### config.mk
export PLATFORM = sky130hd
export DESIGN_NAME = tcp_reno_congestion_sender_unit
export DESIGN_NICKNAME = d
export VERILOG_FILES = /design/src/hw/rtl/trcs_pkg.sv /design/src/hw/rtl/trcs_cmd_fifo.sv /design/src/hw/rtl/trcs_front.sv /design/src/hw/rtl/trcs_back.sv /design/src/hw/rtl/tcp_reno_congestion_sender_unit.sv
export SDC_FILE = /design/constraint.sdc
export NUM_CORES = 1
export LEC_CHECK = 0
export BUFFER_PORTS_ARGS = -buffer_cell sky130_fd_sc_hd__buf_2
export CORE_MARGIN = 2
export CORE_UTILIZATION = 26
export DETAILED_ROUTE_END_ITERATION = 10
export GPL_TIMING_DRIVEN = 0
export PLACE_DENSITY_LB_ADDON = 0.15
export SLEW_MARGIN = 20
export SYNTH_ARGS = -nofsm -noshare
export SYNTH_HDL_FRONTEND = slang
export SYNTH_SLANG_ARGS = --single-unit
### constraint.sdc
create_clock -name clk -period 8.5 [get_ports clk]
set_input_delay 1.7 -clock clk [delete_from_list [all_inputs] [get_ports clk]]
set_output_delay 1.7 -clock clk [all_outputs]
set_load 0.005 [all_outputs]
### src/hw/rtl/trcs_pkg.sv
package trcs_pkg;

  // Field widths fixed by the item formats.
  localparam int SEG_W    = 16;
  localparam int WIN_W    = 6;
  localparam int PHASE_W  = 2;
  localparam int CODE_W   = 2;
  localparam int OP_W     = 2;
  localparam int DUP_W    = 4;
  localparam int CFG_IDX_W = 2;
  localparam int CFG_DATA_W = 16;

  // Window saturation limit and significant bits of a segment number.
  localparam int MAX_WINDOW = 32;
  localparam int SEQ_BITS   = 16;
  localparam logic [WIN_W:0] WIN_CAP =
    (MAX_WINDOW > 63) ? 7'd63 : (WIN_W+1)'(MAX_WINDOW);
  localparam logic [SEG_W-1:0] SEQ_MASK =
    (SEQ_BITS >= SEG_W) ? '1 : SEG_W'((1 << SEQ_BITS) - 1);

  // Longest run of fresh segments sent for a single event.
  localparam int RUN_LIMIT = 32;
  localparam int COUNT_W   = $clog2(RUN_LIMIT);

  // Depth of the command queue between the front and back parts.
  localparam int QUEUE_DEPTH = 2;

  // Register reset values.
  localparam logic [WIN_W-1:0] INIT_THRESHOLD_RST = 6'd10;
  localparam logic [DUP_W-1:0] DUP_LIMIT_RST      = 4'd3;
  localparam logic [SEG_W-1:0] FINAL_SEGMENT_RST  = 16'd512;

  // Register indexes.
  localparam logic [CFG_IDX_W-1:0] CFG_INITIAL_THRESHOLD = 2'd0;
  localparam logic [CFG_IDX_W-1:0] CFG_DUP_ACK_LIMIT     = 2'd1;
  localparam logic [CFG_IDX_W-1:0] CFG_FINAL_SEGMENT     = 2'd2;

  // Event kinds.
  localparam logic [OP_W-1:0] OP_ACK     = 2'd0;
  localparam logic [OP_W-1:0] OP_TIMEOUT = 2'd1;
  localparam logic [OP_W-1:0] OP_START   = 2'd2;

  // Phases.
  localparam logic [PHASE_W-1:0] PH_SLOW_START = 2'd0;
  localparam logic [PHASE_W-1:0] PH_AVOIDANCE  = 2'd1;
  localparam logic [PHASE_W-1:0] PH_RECOVERY   = 2'd2;

  // Event codes.
  localparam logic [CODE_W-1:0] EV_NORMAL  = 2'd0;
  localparam logic [CODE_W-1:0] EV_TIMEOUT = 2'd1;
  localparam logic [CODE_W-1:0] EV_FAST_RT = 2'd2;

  typedef struct packed {
    logic [OP_W-1:0]  operation;
    logic [SEG_W-1:0] ack_number;
  } item_t;

  typedef struct packed {
    logic [SEG_W-1:0]   segment;
    logic               send_valid;
    logic               is_resend;
    logic [WIN_W-1:0]   window;
    logic [PHASE_W-1:0] phase;
    logic [CODE_W-1:0]  event_code;
    logic               done_res;
    logic               last;
  } result_t;

  // One queued command: a run of count+1 results with consecutive segments.
  typedef struct packed {
    logic [SEG_W-1:0]   segment;
    logic [COUNT_W-1:0] count;
    logic               send_valid;
    logic               is_resend;
    logic [WIN_W-1:0]   window;
    logic [PHASE_W-1:0] phase;
    logic [CODE_W-1:0]  event_code;
    logic               done;
  } cmd_t;

  function automatic logic [WIN_W-1:0] sat_win(logic [WIN_W:0] w);
    return (w > WIN_CAP) ? WIN_CAP[WIN_W-1:0] : w[WIN_W-1:0];
  endfunction

endpackage

### src/hw/rtl/trcs_cmd_fifo.sv
module trcs_cmd_fifo (
  input  logic           clk,
  input  logic           rst,
  input  logic           push,
  input  trcs_pkg::cmd_t push_cmd,
  output logic           full,
  input  logic           pop,
  output trcs_pkg::cmd_t head,
  output logic           empty
);

  localparam int PTR_W = (trcs_pkg::QUEUE_DEPTH > 1) ? $clog2(trcs_pkg::QUEUE_DEPTH) : 1;
  localparam int CNT_W = $clog2(trcs_pkg::QUEUE_DEPTH + 1);
  localparam logic [PTR_W-1:0] LAST_PTR = PTR_W'(trcs_pkg::QUEUE_DEPTH - 1);

  trcs_pkg::cmd_t   slots [trcs_pkg::QUEUE_DEPTH];
  logic [PTR_W-1:0] wr_ptr;
  logic [PTR_W-1:0] rd_ptr;
  logic [CNT_W-1:0] count;

  assign full  = (count == CNT_W'(trcs_pkg::QUEUE_DEPTH));
  assign empty = (count == '0);
  assign head  = slots[rd_ptr];

  always_ff @(posedge clk) begin
    if (push) begin
      slots[wr_ptr] <= push_cmd;
    end
  end

  always_ff @(posedge clk) begin
    if (rst) begin
      wr_ptr <= '0;
      rd_ptr <= '0;
      count  <= '0;
    end else begin
      if (push) begin
        wr_ptr <= (wr_ptr == LAST_PTR) ? '0 : wr_ptr + 1'b1;
      end
      if (pop) begin
        rd_ptr <= (rd_ptr == LAST_PTR) ? '0 : rd_ptr + 1'b1;
      end
      if (push && !pop) begin
        count <= count + 1'b1;
      end else if (pop && !push) begin
        count <= count - 1'b1;
      end
    end
  end

endmodule

### src/hw/rtl/trcs_front.sv
module trcs_front (
  input  logic                                clk,
  input  logic                                rst,
  input  logic                                cfg_we,
  input  logic [trcs_pkg::CFG_IDX_W-1:0]      cfg_index,
  input  logic [trcs_pkg::CFG_DATA_W-1:0]     cfg_data,
  input  logic                                item_valid,
  output logic                                item_ready,
  input  trcs_pkg::item_t                     item,
  output logic                                push,
  output trcs_pkg::cmd_t                      cmd,
  input  logic                                full
);

  localparam logic [1:0] S_IDLE = 2'd0;
  localparam logic [1:0] S_UPD  = 2'd1;
  localparam logic [1:0] S_EMIT = 2'd2;

  localparam logic [1:0] K_STATUS = 2'd0;
  localparam logic [1:0] K_START  = 2'd1;
  localparam logic [1:0] K_RESEND = 2'd2;
  localparam logic [1:0] K_SEND   = 2'd3;

  localparam int SW = trcs_pkg::SEG_W;
  localparam int WW = trcs_pkg::WIN_W;

  // Registers
  logic [WW-1:0]                   initial_threshold;
  logic [trcs_pkg::DUP_W-1:0]      dup_ack_limit;
  logic [SW-1:0]                   final_segment;
  logic [1:0]                      state;
  logic [trcs_pkg::OP_W-1:0]       op_q;
  logic [SW-1:0]                   ack_q;
  logic [1:0]                      kind;
  logic [trcs_pkg::CODE_W-1:0]     code_q;
  logic [SW:0]                     first_q;
  logic [trcs_pkg::PHASE_W-1:0]    phase_reg;
  logic [WW-1:0]                   cwnd_reg;
  logic [WW-1:0]                   threshold_reg;
  logic [SW-1:0]                   highest_sent;
  logic [SW-1:0]                   prev_new_ack;
  logic [SW-1:0]                   recent_ack;
  logic [trcs_pkg::DUP_W-1:0]      dup_count;
  logic [WW-1:0]                   new_ack_count;

  // Next values of the update cycle
  logic [trcs_pkg::PHASE_W-1:0]    phase_next;
  logic [WW-1:0]                   cwnd_next;
  logic [WW-1:0]                   threshold_next;
  logic [SW-1:0]                   prev_new_ack_next;
  logic [SW-1:0]                   recent_ack_next;
  logic [trcs_pkg::DUP_W-1:0]      dup_count_next;
  logic [WW-1:0]                   new_ack_count_next;
  logic [1:0]                      kind_next;
  logic [trcs_pkg::CODE_W-1:0]     code_next;
  logic [SW:0]                     first_next;

  logic [WW-1:0]                   nac_inc;
  logic [trcs_pkg::DUP_W-1:0]      dc_inc;
  logic [WW-1:0]                   half_win;
  logic [WW-1:0]                   grown_win;
  logic [SW:0]                     hs_plus1;

  // Emit cycle
  logic [SW:0]                     end_s;
  logic [SW:0]                     end_m1;
  logic [SW:0]                     lim_run;
  logic [SW:0]                     fin_ext;
  logic [SW:0]                     last_seg;
  logic                            has_run;
  logic [SW-1:0]                   hs_emit;

  assign item_ready = (state == S_IDLE);
  assign push       = (state == S_EMIT) && !full;

  // Event decode and state update
  always_comb begin
    nac_inc   = new_ack_count + 1'b1;
    dc_inc    = (dup_count != '1) ? dup_count + 1'b1 : dup_count;
    half_win  = cwnd_reg >> 1;
    grown_win = trcs_pkg::sat_win({1'b0, cwnd_reg} + 7'd1);
    hs_plus1  = {1'b0, highest_sent} + 17'd1;
    first_next = ({1'b0, ack_q} > hs_plus1) ? {1'b0, ack_q} : hs_plus1;

    phase_next         = phase_reg;
    cwnd_next          = cwnd_reg;
    threshold_next     = threshold_reg;
    prev_new_ack_next  = prev_new_ack;
    recent_ack_next    = recent_ack;
    dup_count_next     = dup_count;
    new_ack_count_next = new_ack_count;
    kind_next          = K_STATUS;
    code_next          = trcs_pkg::EV_NORMAL;

    case (op_q)
      trcs_pkg::OP_START: begin
        phase_next         = trcs_pkg::PH_SLOW_START;
        cwnd_next          = 6'd1;
        threshold_next     = initial_threshold;
        prev_new_ack_next  = '0;
        recent_ack_next    = '0;
        dup_count_next     = '0;
        new_ack_count_next = '0;
        kind_next          = K_START;
      end
      trcs_pkg::OP_TIMEOUT: begin
        threshold_next = half_win;
        cwnd_next      = 6'd1;
        dup_count_next = '0;
        phase_next     = trcs_pkg::PH_SLOW_START;
        code_next      = trcs_pkg::EV_TIMEOUT;
        kind_next      = K_RESEND;
      end
      trcs_pkg::OP_ACK: begin
        recent_ack_next = ack_q;
        if (ack_q > prev_new_ack) begin
          prev_new_ack_next = ack_q;
          dup_count_next    = '0;
          if (phase_reg == trcs_pkg::PH_RECOVERY) begin
            phase_next = trcs_pkg::PH_AVOIDANCE;
            cwnd_next  = trcs_pkg::sat_win({1'b0, threshold_reg});
          end else if (phase_reg == trcs_pkg::PH_AVOIDANCE) begin
            if (nac_inc >= cwnd_reg) begin
              cwnd_next          = grown_win;
              new_ack_count_next = '0;
            end else begin
              new_ack_count_next = nac_inc;
            end
            kind_next = K_SEND;
          end else begin
            cwnd_next = grown_win;
            kind_next = K_SEND;
            if (grown_win >= threshold_reg) begin
              phase_next = trcs_pkg::PH_AVOIDANCE;
            end
          end
        end else if (phase_reg == trcs_pkg::PH_RECOVERY) begin
          cwnd_next = grown_win;
          kind_next = K_SEND;
        end else if (dc_inc >= dup_ack_limit) begin
          phase_next     = trcs_pkg::PH_RECOVERY;
          threshold_next = half_win;
          cwnd_next      = trcs_pkg::sat_win({1'b0, half_win} + 7'd3);
          dup_count_next = '0;
          code_next      = trcs_pkg::EV_FAST_RT;
          kind_next      = K_RESEND;
        end else begin
          dup_count_next = dc_inc;
        end
      end
      default: begin
      end
    endcase
  end

  // Run bounds and command build
  always_comb begin
    end_s    = {1'b0, ack_q} + {{(SW+1-WW){1'b0}}, cwnd_reg};
    end_m1   = end_s - 17'd1;
    lim_run  = first_q + (SW+1)'(trcs_pkg::RUN_LIMIT - 1);
    fin_ext  = {1'b0, final_segment};
    has_run  = (first_q < end_s) && (first_q <= fin_ext);
    last_seg = end_m1;
    if (fin_ext < last_seg) begin
      last_seg = fin_ext;
    end
    if (lim_run < last_seg) begin
      last_seg = lim_run;
    end

    hs_emit        = highest_sent;
    cmd.segment    = '0;
    cmd.count      = '0;
    cmd.send_valid = 1'b0;
    cmd.is_resend  = 1'b0;
    cmd.window     = cwnd_reg;
    cmd.phase      = phase_reg;
    cmd.event_code = code_q;

    case (kind)
      K_START: begin
        cmd.send_valid = 1'b1;
      end
      K_RESEND: begin
        if (recent_ack <= final_segment) begin
          cmd.segment    = recent_ack;
          cmd.send_valid = 1'b1;
          cmd.is_resend  = 1'b1;
        end
      end
      K_SEND: begin
        if (has_run) begin
          cmd.segment    = first_q[SW-1:0];
          cmd.count      = trcs_pkg::COUNT_W'(last_seg - first_q);
          cmd.send_valid = 1'b1;
          hs_emit        = last_seg[SW-1:0] & trcs_pkg::SEQ_MASK;
        end
      end
      default: begin
      end
    endcase
    cmd.done = (hs_emit >= final_segment);
  end

  always_ff @(posedge clk) begin
    if (rst) begin
      initial_threshold <= trcs_pkg::INIT_THRESHOLD_RST;
      dup_ack_limit     <= trcs_pkg::DUP_LIMIT_RST;
      final_segment     <= trcs_pkg::FINAL_SEGMENT_RST;
    end else if (cfg_we) begin
      case (cfg_index)
        trcs_pkg::CFG_INITIAL_THRESHOLD: initial_threshold <= cfg_data[WW-1:0];
        trcs_pkg::CFG_DUP_ACK_LIMIT:     dup_ack_limit <= cfg_data[trcs_pkg::DUP_W-1:0];
        trcs_pkg::CFG_FINAL_SEGMENT:     final_segment <= cfg_data[SW-1:0];
        default: begin
        end
      endcase
    end
  end

  always_ff @(posedge clk) begin
    if (item_valid && item_ready) begin
      op_q  <= item.operation;
      ack_q <= item.ack_number & trcs_pkg::SEQ_MASK;
    end
    if (state == S_UPD) begin
      kind    <= kind_next;
      code_q  <= code_next;
      first_q <= first_next;
    end
  end

  always_ff @(posedge clk) begin
    if (rst) begin
      state         <= S_IDLE;
      phase_reg     <= trcs_pkg::PH_SLOW_START;
      cwnd_reg      <= 6'd1;
      threshold_reg <= trcs_pkg::INIT_THRESHOLD_RST;
      highest_sent  <= '0;
      prev_new_ack  <= '0;
      recent_ack    <= '0;
      dup_count     <= '0;
      new_ack_count <= '0;
    end else begin
      case (state)
        S_IDLE: begin
          if (item_valid) begin
            state <= S_UPD;
          end
        end
        S_UPD: begin
          phase_reg     <= phase_next;
          cwnd_reg      <= cwnd_next;
          threshold_reg <= threshold_next;
          prev_new_ack  <= prev_new_ack_next;
          recent_ack    <= recent_ack_next;
          dup_count     <= dup_count_next;
          new_ack_count <= new_ack_count_next;
          if (op_q == trcs_pkg::OP_START) begin
            highest_sent <= '0;
          end
          state <= S_EMIT;
        end
        S_EMIT: begin
          if (!full) begin
            highest_sent <= hs_emit;
            state        <= S_IDLE;
          end
        end
        default: begin
          state <= S_IDLE;
        end
      endcase
    end
  end

`ifndef NO_ASSERTIONS
  a_run_is_fresh: assert property (@(posedge clk) disable iff (rst)
    push && (cmd.count != '0) |-> cmd.send_valid && !cmd.is_resend)
    else $error("multi-result command that is not a run of fresh segments");

  a_sent_in_range: assert property (@(posedge clk) disable iff (rst)
    push && cmd.send_valid && !cmd.is_resend |=> highest_sent <= final_segment)
    else $error("highest sent segment beyond final segment");
`endif

endmodule

### src/hw/rtl/trcs_back.sv
module trcs_back (
  input  logic              clk,
  input  logic              rst,
  input  logic              empty,
  input  trcs_pkg::cmd_t    head,
  output logic              pop,
  output logic              result_valid,
  input  logic              result_ready,
  output trcs_pkg::result_t result
);

  logic [trcs_pkg::COUNT_W-1:0] left;
  logic                         advance;
  logic                         in_run;

  assign advance = !result_valid || result_ready;
  assign in_run  = result_valid && !result.last;
  assign pop     = advance && !in_run && !empty;

  always_ff @(posedge clk) begin
    if (rst) begin
      result_valid <= 1'b0;
    end else if (advance) begin
      result_valid <= in_run || !empty;
    end
  end

  always_ff @(posedge clk) begin
    if (advance) begin
      if (in_run) begin
        result.segment <= result.segment + 1'b1;
        result.last    <= (left == trcs_pkg::COUNT_W'(1));
        left           <= left - 1'b1;
      end else if (!empty) begin
        result.segment    <= head.segment;
        result.send_valid <= head.send_valid;
        result.is_resend  <= head.is_resend;
        result.window     <= head.window;
        result.phase      <= head.phase;
        result.event_code <= head.event_code;
        result.done_res   <= head.done;
        result.last       <= (head.count == '0);
        left              <= head.count;
      end
    end
  end

`ifndef NO_ASSERTIONS
  a_run_counts_up: assert property (@(posedge clk) disable iff (rst)
    result_valid && result_ready && !result.last
      |=> result_valid && (result.segment == $past(result.segment) + 1'b1))
    else $error("run segment did not advance by one");

  a_last_matches_count: assert property (@(posedge clk) disable iff (rst)
    result_valid && !result.last |-> left != '0)
    else $error("run marked unfinished with no results left");
`endif

endmodule

### src/hw/rtl/tcp_reno_congestion_sender_unit.sv
// An accepted event has its state update registered in the update state and its
// command queued in the emit state; the back part then loads the first result of it.
// No new event is taken until that command is queued, which waits while the queue is
// full; results leave one per cycle while the consumer takes them, one per run segment.
// Reset (synchronous, rst high): registers to defaults, window state cleared,
// command queue and output register emptied.
module tcp_reno_congestion_sender_unit (
  input  logic                            clk,
  input  logic                            rst,
  input  logic                            cfg_we,
  input  logic [trcs_pkg::CFG_IDX_W-1:0]  cfg_index,
  input  logic [trcs_pkg::CFG_DATA_W-1:0] cfg_data,
  input  logic                            item_valid,
  output logic                            item_ready,
  input  trcs_pkg::item_t                 item,
  output logic                            result_valid,
  input  logic                            result_ready,
  output trcs_pkg::result_t               result
);

  // The front part takes one event transaction at a time, updates the phase, window,
  // threshold and ack counters, and reduces the event to a single command: a run of
  // consecutive segment numbers to send, a resend of one segment, or a status result.
  // The command carries the window, phase and completion flag as they stand after the
  // event, so that every result of the run reports the same values.
  logic           push;
  logic           full;
  trcs_pkg::cmd_t push_cmd;

  // The queue lets the front part work on the next event while the back part is
  // still emitting a long run or is held up by the consumer.
  logic           pop;
  logic           empty;
  trcs_pkg::cmd_t head;

  trcs_front u_front (
    .clk        (clk),
    .rst        (rst),
    .cfg_we     (cfg_we),
    .cfg_index  (cfg_index),
    .cfg_data   (cfg_data),
    .item_valid (item_valid),
    .item_ready (item_ready),
    .item       (item),
    .push       (push),
    .cmd        (push_cmd),
    .full       (full)
  );

  trcs_cmd_fifo u_queue (
    .clk      (clk),
    .rst      (rst),
    .push     (push),
    .push_cmd (push_cmd),
    .full     (full),
    .pop      (pop),
    .head     (head),
    .empty    (empty)
  );

  // The back part expands each command into result transactions, one per cycle while
  // the consumer takes them, counting the segment number up and marking the final result
  // of the run. Its output register is loaded whenever it is empty or its result is taken.
  trcs_back u_back (
    .clk          (clk),
    .rst          (rst),
    .empty        (empty),
    .head         (head),
    .pop          (pop),
    .result_valid (result_valid),
    .result_ready (result_ready),
    .result       (result)
  );

endmodule
# --- Word level (Yosys, flattened, before mapping) ---
# Memory sizes are Yosys's and may differ from the RTL's. A register that Yosys moved wholly into a read port is not among the register bits.
# Index checks and enable logic that the tools add are counted.
op_classes:
  n_addsub: 15
  n_mul: 0
  div_mod_pow: 0
  order_cmp: 14
  n_eq_ne: 29
  shift: 0
  muxes: 73
  n_bitwise: 2
  n_reduce_logical: 42
op_table:
  columns: ["cell", "n"]
  rows:
  - ["$mux 16", 9]
  - ["$pmux 16 s2", 4]
  - ["$mux 6", 16]
  - ["$lt 17x17->1", 2]
  - ["$mux 2", 17]
  - ["$mux 30", 1]
  - ["$pmux 6 s2", 2]
  - ["$mux 22", 1]
  - ["$pmux 6 s3", 1]
  - ["$add 16x1->17 const B", 1]
  - ["$add 16x6->17", 1]
  - ["$add 17x5->17 const B", 1]
  - ["$gt 16x17->1", 1]
  - ["$le 17x16->1", 1]
  - ["$lt 16x17->1", 1]
  - ["$mux 17", 1]
  - ["$sub 17x1->17 const B", 1]
  - ["$add 16x1->16 const B", 1]
  - ["$ge 16x16->1", 1]
  - ["$gt 16x16->1", 1]
  - ["$le 16x16->1", 1]
  - ["$mux 4", 4]
  - ["$mux 5", 3]
  - ["$eq 2x2->1 const B", 7]
  - ["41 further kinds", 96]
totals:
  regBits: 179
  latchBits: 0
  ramBits: 68
  romBits: 0
  input_bits: 41
  out_inout_bits: 32
  word_cells: 207
  mem_count: 1
memory_table:
  columns: ["name", "words", "word_bits", "rd", "rd_clocked_by_memory_dff", "write_ports", "line_no", "text"]
  rows:
  - ["u_queue.slots", 2, 34, 1, 1, 1, "trcs_cmd_fifo.sv:16", "trcs_pkg::cmd_t slots [trcs_pkg::QUEUE_DEPTH];"]

# --- Longest topological paths before layout ---
depth:
  depth_word: 10
  depth_mapped: 45
  depth_no_buf: 44

# --- Modules after synthesis ---
# A second synthesis with hierarchy kept.
hier_totals:
  hier_cells: 1592
  hier_area_um2: 15931.5
modules_own_cells:
  columns: ["mod", "instances", "cells_per_inst", "area_each_um2", "seq_area_each_um2"]
  rows:
  - ["trcs_front", 1, 1314, 11499.8, 3173.0]
  - ["trcs_cmd_fifo", 1, 128, 2660.1, 2142.1]
  - ["trcs_back", 1, 150, 1771.7, 1071.0]

# --- Worst setup path after synthesis ---
# OpenSTA, ideal clock, no wires.
synth_timing:
  kind: "reg2reg"
  startpoint: "register u_front.cwnd_reg[0]"
  endpoint: "memory u_queue.slots[0][0] (netlist bit), data pin"
  setup_time_ps: 258
  arrival_time_ps: 8413
  t_required_ps: 8242
  setup_slack_ps: -171
  path_stages_with_launch: 46
  n_path_buf: 2
  synth_period_minus_slack_ps: 8671
  cell_sequence: "dfxtp_1 -> ha_1 -> inv_1 -> fa_1 -> nor2b_4 -> o2111ai_1 -> nand3_1 -> a21boi_0 -> or2_2 -> nand4_1 -> mux2i_1 -> xnor2_1 -> ha_1 -> and2_1 -> nand4_1 -> or2_2 -> o221ai_1 -> o211ai_1 -> (+10 left out) -> o21ai_0 -> a32o_1 -> o21ai_0 -> and3_1 -> buf_6 -> mux2i_1 -> mux2_2 -> ha_1 -> a21o_1 -> a21o_1 -> a21o_1 -> a21o_1 -> a21o_1 -> a21oi_1 -> o21ai_0 -> a31oi_1 -> o21ai_0 -> o21a_1"
synth_rtl:
  columns: ["item", "line_no", "text"]
  rows:
  - ["from (decl)", "trcs_front.sv:38", "logic [WW-1:0] cwnd_reg;"]
  - ["from (signal assigned)", "trcs_front.sv:253", "cwnd_reg <= cwnd_next;"]
  - ["to (decl)", "trcs_cmd_fifo.sv:16", null]

==> flow_summary_export.csv <==
group,metric,value,unit
hold_path,hold_depth,2,
drt,viasPerCell,4.90,
global_route,grt_max_degree,23,
finish,syn2layout_area_growth,22.3,%
synth,avgSynthCellArea,9.94,µm²
clock_network,clk_latency,0.59,ns
global_route,gr-total-overflow,0,
finish,diodes,0,
hold_path,hold_path.class,"reg -> reg",
clock_network,clockRootBuffer,"clkbuf_16",
sta,worst_pin_slew,1.11,ns
floorplanning,die_area,62700,µm²
synth,syn_nets,1796,
global_route,grt_pass1_wl,77200,µm
sta,slew_violations,0,
global_route,grtUsageTotal,0.161,
critical_path,ff2ff_setup_slack,-0.71,ns
floorplanning,start_util,0.262,
synth,synth-async-reset-ratio,0,
pwr,power.leakage,7.40,nW
placement,port-buffer-count,72,
floorplanning,core-area,60200,µm²
sta,finalSetupViolations,4,
synth,synth_common_cells,"ha_1 (165), edfxtp_1 (142), nand2_1 (121), inv_1 (112), dfxtp_1 (106)",
job,cap_violations,0,
clock_network,cts_sinks,248,
clock_network,cts_tree,"done",
finish,drive_gt1_frac,0.185,
critical_path,critPathMostFrequentCell,"a21o_1",
critical_path,r2r_end,"u_queue.slots[0][0]",
pwr,powerDensity,200,nW/µm²
finish,largest_reg_flops,68,
clock_network,numCtsBuffers,31,
synth,synth_ff_type,"edfxtp_1",
placement,hpwl,40200,µm
critical_path,critical_path_required,8.83,ns
placement,gp_congestion,0.896,
finish,regMostFlops,"u_queue.slots",
hold_path,hp-start,"u_front.prev_new_ack[9]",
synth,yosys-top-cells-area,"edfxtp_1 (27%), dfxtp_1 (13%), ha_1 (13%), mux2i_1 (4.0%), mux2_2 (3.1%)",
synth,synth.most_common_cell,"ha_1",
global_route,antenna_found_initial,0,
drt,drc,0,
placement,dp_slack,-2.13,ns
placement,placedCellCount,2445,
drt,via_count,12500,
finish,final_area,19300,µm²
drt,drt_wl_total,51400,µm
pwr,ir_worst_vdd,0.159,mV
run_status,status,"complete, but fails checks",
global_route,grt_pass1_vias,12700,
clock_network,cts_max_level,1,
synth,synth_edf_count,142,
drt,antenna_left,0,
synth,yosysSeqAreaShare,0.404,
drt,first_pass_iters,5,
finish,fin_cells,2550,
finish,top_regs,"u_queue.slots (68), u_back.result (30), u_front.first_q (17)",
drt,first_iter_violations,672,
sta,fmax,109,MHz
sta,finalClockSkew,0.0145,ns
critical_path,path_class,"reg -> reg",
critical_path,crit_slowest_cell,"edfxtp_1",
synth,ys_warn_count,0,
critical_path,reg2reg_depth,44,
sta,min_period_over_period,1.08,
finish,nNetsFinal,1951,
synth,ys_ff_latch,248,
sta,rsz0062_at_grt,"true",
synth,syn_inst,1588,
critical_path,max_stage_delay,0.45,ns
critical_path,critPathCaptureType,"flop",
synth,synth_area,15800,µm²
run_status,violations,"negative setup slack",
synth,synth.top_cell.area_share,0.270,
clock_network,hold_buffers,0,
placement,dpl-instance-area,17200,µm²
finish,final_core_util,0.321,
synth,synth_cell_types,86,
sta,min_period,9.21,ns
floorplanning,pin_count,73,
floorplanning,rows,90,
critical_path,worst_ep_arrival_time,9.53,ns
synth,yosys.area.top_type,"edfxtp_1",
sta,relSlewSlack,0.257,
floorplanning,die_h,250,µm
clock_network,cts.path.max_buffers,3,
drt,avgRoutedWirePerCell,20.2,µm
clock_network,cts.clk_slew.worst_paths,0.06,ns
sta,worst_slack,-0.706,ns
sta,hold_viol,0,
hold_path,min_to,"u_front.prev_new_ack[9]",
critical_path,reg2reg_from,"u_front.ack_q[0]",
critical_path,worstPathMaxFanout,4,
floorplanning,die_x,250,µm
critical_path,startpoint_type,"flop",
cells in the final DEF (no fill, tap or decap), types with 8 or more instances in the layout:
| cell | instances |
|---|---|
| buf_4 | 47 |
| a21oi_1 | 80 |
| a22oi_1 | 17 |
| a211oi_1 | 9 |
| o21ai_0 | 38 |
| xor2_1 | 36 |
| clkbuf_1 | 44 |
| edfxtp_1 | 142 |
| nand2b_1 | 17 |
| nor3_1 | 23 |
| o211ai_1 | 9 |
| mux2i_1 | 59 |
| o22ai_1 | 17 |
| xnor2_2 | 8 |
| mux2_2 | 32 |
| and3_1 | 16 |
| ha_4 | 15 |
| o21ai_1 | 9 |
| xnor2_1 | 44 |
| a21o_1 | 32 |
| nand2_1 | 121 |
| a31oi_1 | 11 |
| clkbuf_16 | 31 |
| mux2_4 | 13 |
| nor2_1 | 93 |
| nor2b_1 | 21 |
| inv_1 | 110 |
| dfxtp_1 | 102 |
| a22o_1 | 32 |
| o21a_1 | 26 |
| nand3_1 | 64 |
| ha_1 | 149 |
| buf_2 | 77 |
| nand4_1 | 32 |
per-layer routing:
metal	routed length (µm)	track usage
met1	24200	0.216
met2	23900	0.270
met3	1530	0.0181
met4	1790	0.0537
met5	0	0
area by class of cell:
type | count | area [µm²]
inverters | 116 | 439
repair buffers | 123 | 815
well taps | 782 | 978
multi-input cells | 1168 | 9370
plain buffers | 55 | 248
clock inverters | 22 | 279
clock buffers | 36 | 795
flip-flops and latches | 248 | 6400
fillers | 6136 | 40900
worst max-delay path, delay by kind of cell, from the launching register on:
family	cells	cell delay [ns]
compound gates	20	3.57
mux	4	1.05
flops	1	0.45
buf+inv	3	0.34
fa+ha+maj	5	1.34
xor+xnor	1	0.18
simple gates	11	1.99
timing repair:
action                     4_1_cts  5_1_grt
buffers inserted                36       13
pin swaps                       42       37
setup endpoints to repair       11        8
resized for setup               90       29
per-stage QoR:
step | setup TNS, ns | power (mW) | hold slack (ns)
finish | -1.46 | 3.86 | 0.451
global route | -3.06 | 4.07 | 0.469
CTS | -1.43 | 3.89 | 0.452
detailed placement | -10.47 | 2.41 | 0.444
global placement | -10.91 | 2.40 | 0.438
floorplan | 0 | 2.09 | 0.421
kinds of logic after synthesis:
family                     Yosys count  share of synthesized area
xor gates and xnor gates            91                     0.0509
buffers and inverters              172                     0.0437
AOI/OAI and AO/OA                  358                      0.157
muxes                              108                     0.0723
other                                1                   0.000237
DFF                                248                      0.404
adders and majority gates          169                      0.135
and+or+nand+nor                    441                      0.137
report_power, final:
| group | leakage, nW | switching (mW) | internal, mW |
|---|---|---|---|
| combinational | 4.68 | 0.526 | 0.380 |
| sequential | 2.19 | 0.110 | 1.45 |
| clock | 0.531 | 0.544 | 0.853 |
| total | 7.40 | 1.18 | 2.68 |
worst max path at each step:
stage	start	endpoint	slack (ns)	cells after the start
floorplan	u_front.cwnd_reg[0]	u_queue.slots[0][0]	0.03	45
global placement	u_front.cwnd_reg[1]	u_queue.slots[0][0]	-2.18	42
detailed placement	u_front.cwnd_reg[3]	u_queue.slots[0][0]	-2.13	43
CTS	u_front.ack_q[0]	u_queue.slots[0][0]	-0.70	45
global route	u_front.ack_q[0]	u_queue.slots[0][0]	-1.09	44
finish	u_front.ack_q[0]	u_queue.slots[0][0]	-0.71	44
(Power assumes the default switching activity.)
